--- src/design/rag_pkg.sv ---
// shared types and constants for the rational accumulator
`timescale 1ns / 1ps
package rag_pkg;
   localparam int WIDTH = 32;
   localparam int DW = 64;
   localparam int DCW = 7;

   localparam logic [2:0] OP_LOAD = 3'd0;
   localparam logic [2:0] OP_ADD  = 3'd1;
   localparam logic [2:0] OP_SUB  = 3'd2;
   localparam logic [2:0] OP_MUL  = 3'd3;
   localparam logic [2:0] OP_DIV  = 3'd4;
   localparam logic [2:0] OP_INC  = 3'd5;
   localparam logic [2:0] OP_DEC  = 3'd6;
   localparam logic [2:0] OP_CMP  = 3'd7;

   localparam logic [1:0] ST_OK   = 2'd0;
   localparam logic [1:0] ST_ZERO = 2'd1;
   localparam logic [1:0] ST_OVF  = 2'd2;

   typedef struct packed {
      logic start;
      logic [DW-1:0] dividend;
      logic [DW-1:0] divisor;
   } div_req_type;

   typedef struct packed {
      logic done;
      logic [DW-1:0] quotient;
      logic [DW-1:0] remainder;
   } div_rsp_type;
endpackage

--- src/design/rag_divider.sv ---
// shared radix-2 restoring divider, 64 bits, one quotient bit per cycle
`timescale 1ns / 1ps
module rag_divider (
   input  logic clock,
   input  logic reset,
   input  rag_pkg::div_req_type req,
   output rag_pkg::div_rsp_type rsp
);
   import rag_pkg::*;

   logic busy_ff, busy_in;
   logic [DCW-1:0] count_ff, count_in;
   logic [DW-1:0] quo_ff, quo_in, rem_ff, rem_in, dvs_ff, dvs_in;
   logic done_ff, done_in;
   logic [DW:0] trial;

   always_comb begin
      busy_in = busy_ff;
      count_in = count_ff;
      quo_in = quo_ff;
      rem_in = rem_ff;
      dvs_in = dvs_ff;
      done_in = 1'b0;
      trial = {rem_ff, quo_ff[DW-1]} - {1'b0, dvs_ff};
      if (req.start) begin
         busy_in = 1'b1;
         count_in = '0;
         quo_in = req.dividend;
         rem_in = '0;
         dvs_in = req.divisor;
      end else if (busy_ff) begin
         if (trial[DW]) begin
            rem_in = {rem_ff[DW-2:0], quo_ff[DW-1]};
            quo_in = {quo_ff[DW-2:0], 1'b0};
         end else begin
            rem_in = trial[DW-1:0];
            quo_in = {quo_ff[DW-2:0], 1'b1};
         end
         count_in = count_ff + 1'b1;
         if (count_ff == DCW'(DW - 1)) begin
            busy_in = 1'b0;
            done_in = 1'b1;
         end
      end
   end

   always_ff @(posedge clock) begin
      if (reset) begin
         busy_ff <= 1'b0;
         done_ff <= 1'b0;
         count_ff <= '0;
      end else begin
         busy_ff <= busy_in;
         done_ff <= done_in;
         count_ff <= count_in;
      end
      quo_ff <= quo_in;
      rem_ff <= rem_in;
      dvs_ff <= dvs_in;
   end

   assign rsp.done = done_ff;
   assign rsp.quotient = quo_ff;
   assign rsp.remainder = rem_ff;
endmodule

--- config.mk ---
export PLATFORM = sky130hd
export DESIGN_NAME = rag_divider
export DESIGN_NICKNAME = d
export VERILOG_FILES = /design/src/design/rag_pkg.sv /design/src/design/rag_divider.sv
export SDC_FILE = /design/constraint.sdc
export NUM_CORES = 1
export LEC_CHECK = 0
export BUFFER_PORTS_ARGS = -buffer_cell sky130_fd_sc_hd__buf_2
export CAP_MARGIN = 10
export CORE_ASPECT_RATIO = 1.5
export CORE_MARGIN = 5
export CORE_UTILIZATION = 55
export DETAILED_ROUTE_END_ITERATION = 8
export GPL_TIMING_DRIVEN = 1
export MAX_ROUTING_LAYER = met4
export PLACE_DENSITY = 0.79
export SETUP_SLACK_MARGIN = 0.15
export SLEW_MARGIN = 10
export SYNTH_ARGS = -nofsm -noshare
export SYNTH_HDL_FRONTEND = slang
export SYNTH_SLANG_ARGS = --single-unit
export TNS_END_PERCENT = 1
--- constraint.sdc ---
create_clock -name clock -period 10.5 [get_ports clock]
set_clock_uncertainty 0.2 [all_clocks]
set_input_delay 0 -clock clock [delete_from_list [all_inputs] [get_ports clock]]
set_output_delay 0 -clock clock [all_outputs]
set_load 0.01 [all_outputs]
==> reports/summary.md <==
The run finished with clean final reports. The sequential standard cell area came out at 5310 um^2. The tools report the source of the critical timing path as quo_ff[63]$_DFFE_PP_. The via total after detailed routing was 11,400. The reg-to-reg critical path endpoint was rem_ff[47]$_SDFFE_PP0P_. In the final timing run, aggregate negative setup slack is 0 ns. The tools report the number of H-tree levels as 1.

For the pin with the worst max-slew slack, the measured transition is 1.05 ns. Critical setup path kind: reg -> reg. The logs give 0 for the setup violation total in the final timing report and 38,500 um for the wire length reported by the detailed router.

The number of global-route vias before repair is 11,800, and the average wire per standard cell is 19.8 um. The maximum number of pins on one net before global-route repair was 101; the cell count along the critical path was 14. After clock tree synthesis, the clock-pin slew on the worst setup and hold paths is 0.06 ns.

The most instantiated library cell after synthesis was nand2_1. For this run, the leading register cell type out of synthesis is edfxtp_1. The area growth from synthesis to layout is 32.2%. For the max-cap check violation count, the log shows 0. The critical path contains buffers and inverters numbering 2 combined.

The proportion of register bits with asynchronous set or reset after synthesis works out to 0. The tightest min-delay check is of the in -> reg type. The cell with the largest stage delay on the worst path is nand2_1.

The share of post-route cells with drive strength above 1 came out at 0.227. The net count of the mapped netlist was 1,451; the number of synthesized flops with an enable pin was 128. Data arrives at the worst endpoint at 4.57 ns. The leakage power summed over all cells was 6.88 nW. The placement row count is 66, and the area share of the largest cell type after synthesis is 0.320. For the worst-skew pair later-pin latency, the log shows 0.52 ns.

Total power of the final layout: 2.36 mW. Cell chosen for the clock root: clkbuf_16. The startpoint identified for the worst register-to-register timing path is quo_ff[63]$_DFFE_PP_. The worst supply voltage drop on vdd was 0.158 mV; the post-cts repair resize count was 0. The nature of the critical path startpoint is a flip-flop.

The initial core utilization is 0.556, and the power per standard cell area is 148 nW/um^2. The total count of max-transition violations in the final report came out at 0. During I/O placement, the number of pins put on the boundary was 260. In the post-synthesis netlist, the biggest area contributors are edfxtp_1 (32%), dfxtp_1 (12%), ha_1 (6.8%). The run gives 12,000 um^2 as the combined area of all synthesized cells. The family with the most delay on the worst path is compound AO/OA/AOI/OAI gates.

The minimum setup slack among reg-to-reg paths was 6.12 ns. In this run, distinct cell masters in the synthesized netlist total 79. The number of antenna violations at the first check in global routing came out at 0. Following the worst setup path forward leads to its endpoint at rem_ff[47]$_SDFFE_PP0P_. Setup repair after global routing left no endpoint under its margin. For this run, the detailed router's first-pass iteration total came to 5.

STA classifies the critical path endpoint as a flip-flop. The residual antenna-violating net count after detailed routing is 0, and the final HPWL from detailed placement is 25,300 um. In this run the deepest clock path goes through 3 buffers. The area of the core was 21,600 um^2; the overall die width was 131 um.

The total of fill cells in the finished design was 1,500. The placer's final routability congestion estimate came out at 0.967. The clock drives 201 sinks. From bottom edge to top edge, the die measures 191 um. The DRC violation count after routing was 0; the delay contributed by the slowest stage of the critical path was 0.60 ns.

The first-pass GRT wire length is 60,700 um, and the final hold violation count is 0. In the synthesized netlist, the number of instances is 1,254. The synthesized design contains 201 register bits. The average instance in the mapped netlist occupies 9.59 um^2.

TritonCTS built the clock tree. The die covers 25,000 um^2. The cell taking the most area after synthesis is edfxtp_1. The sequential-to-total area share from yosys stat came out at 0.441.

The via density per instance is 5.86, and the worst slew margin relative to its limit is 0.300. The final clock period utilization by the worst path is 0.417, and the largest driver fanout on the critical path is 30. The run gives 0.313 as the overall fraction of global-route tracks in use. The signal on the critical path passes through inv_1, ha_1, fa_1, nand2b_1, a21o_1, a211oi_2, a21oi_2, a2111o_1, a21oi_2, o21ai_1, nand2_1, buf_4, nand2_1, a311oi_1. The time the worst path needs with I/O delays and setup was 4.38 ns; the post-CTS setup buffer count was 0. Clock buffer count from CTS: 22. The required time of the worst setup path is 10.69 ns. For the worst flop-to-flop path, the logic depth is 14. In the final layout, the multi-input gates occupy 6060 um^2.

For this block, the initial DRC count from the detailed router was 830. Based on the critical path, the design can be clocked at up to 228 MHz. The tools report the count of synthesis-stage warnings from yosys as 0. For this run, the post-layout net count is 1,846. During placement, the flow inserted port buffers numbering 259. For this run the aggregate overflow at the end of global routing stands at 0. Counting instances in the post-synthesis netlist gives the leading cell types as nand2_1 (162), edfxtp_1 (128), nor2_1 (91), inv_1 (86), a21oi_1 (81).
[worst min-delay path by stage]
stage / start / to / slack, ns / cells past startpoint
4_1_cts: req[47] / dvs_ff[47]$_DFFE_PP_ / 0.002 / 2
3_3_place_gp: reset / busy_ff$_SDFF_PP0_ / -0.04 / 2
3_5_place_dp: reset / busy_ff$_SDFF_PP0_ / -0.04 / 2
5_1_grt: req[62] / dvs_ff[62]$_DFFE_PP_ / 0.002 / 2
6_report: req[47] / dvs_ff[47]$_DFFE_PP_ / 0.01 / 2
2_1_floorplan: reset / busy_ff$_SDFF_PP0_ / -0.13 / 1
[routing by layer]
layer,up-vias,wire length (um),share of wire,track usage
met5,-,0,0,-
met4,0,2160,0.056,0.152
met3,129,2470,0.064,0.0467
met2,505,19700,0.51,0.548
met1,5363,14100,0.37,0.343
li1,5354,-,-,-
[kinds of logic (layout without fill, tap and decap cells)]
family                     count (synthesis)  in the layout  synth area share
and+or+nand+nor                          366            366             0.136
AOI/OAI and AO/OA                        327            327             0.186
DFF                                      201            201             0.441
xor gates and xnor gates                  59             59            0.0430
other                                      0              1                 0
adders and majority gates                 66             66            0.0693
muxes                                     75             75            0.0694
buffers and inverters                    160            571            0.0551
[power by group]
group          total [mW]  internal (mW)  switching (mW)
sequential          0.968          0.917          0.0510
clock               0.792          0.465           0.328
combinational       0.599          0.257           0.341
[flip-flops by register name, summed over array words and instances (netlist names)]
| name | cells |
|---|---|
| done_ff | 1 |
| quo_ff | 64 |
| rem_ff | 64 |
| count_ff | 7 |
| busy_ff | 1 |
| dvs_ff | 64 |
[layout make-up]
class / instances / share of cell area
Clock buffer: 31 / 0.0367
Timing Repair Buffer: 445 / 0.198
Clock inverter: 9 / 0.00834
Multi-Input combinational cell: 893 / 0.381
Antenna cell: 1 / 0.000157
Inverter: 86 / 0.0203
Sequential cell: 201 / 0.334
Tap cell: 272 / 0.0214
[cells in the final DEF, fill, tap and decap left out, types with 63 or more instances in the layout]
cell type / instances
a21oi_1: 81
dlygate4sd3_1: 181
ha_1: 65
mux2_2: 63
dfxtp_1: 72
nor2_1: 90
nand2_1: 162
buf_2: 258
inv_1: 85
edfxtp_1: 128
[through the flow]
| stage | instance area, um^2 | instances | setup slack [ns] | util | hold WS [ns] |
|---|---|---|---|---|---|
| global route | 15900 | 1937 | 5.84 | 0.735 | 0.00234 |
| global placement | 13400 | 1716 | 6.38 | 0.618 | -0.0401 |
| floorplan | 12000 | 1254 | 7.01 | - | -0.128 |
| detailed placement | 13400 | 1716 | 6.25 | 0.618 | -0.0358 |
| finish | 15900 | 1938 | 6.12 | 0.735 | 0.0129 |
| CTS | 15900 | 1937 | 6.23 | 0.735 | 0.00186 |
[repair_timing]
action	in CTS	in global routing
hold buffers	181	0
setup endpoints to repair	0	0
hold endpoints to repair	198	0
(Power assumes the default switching activity.)
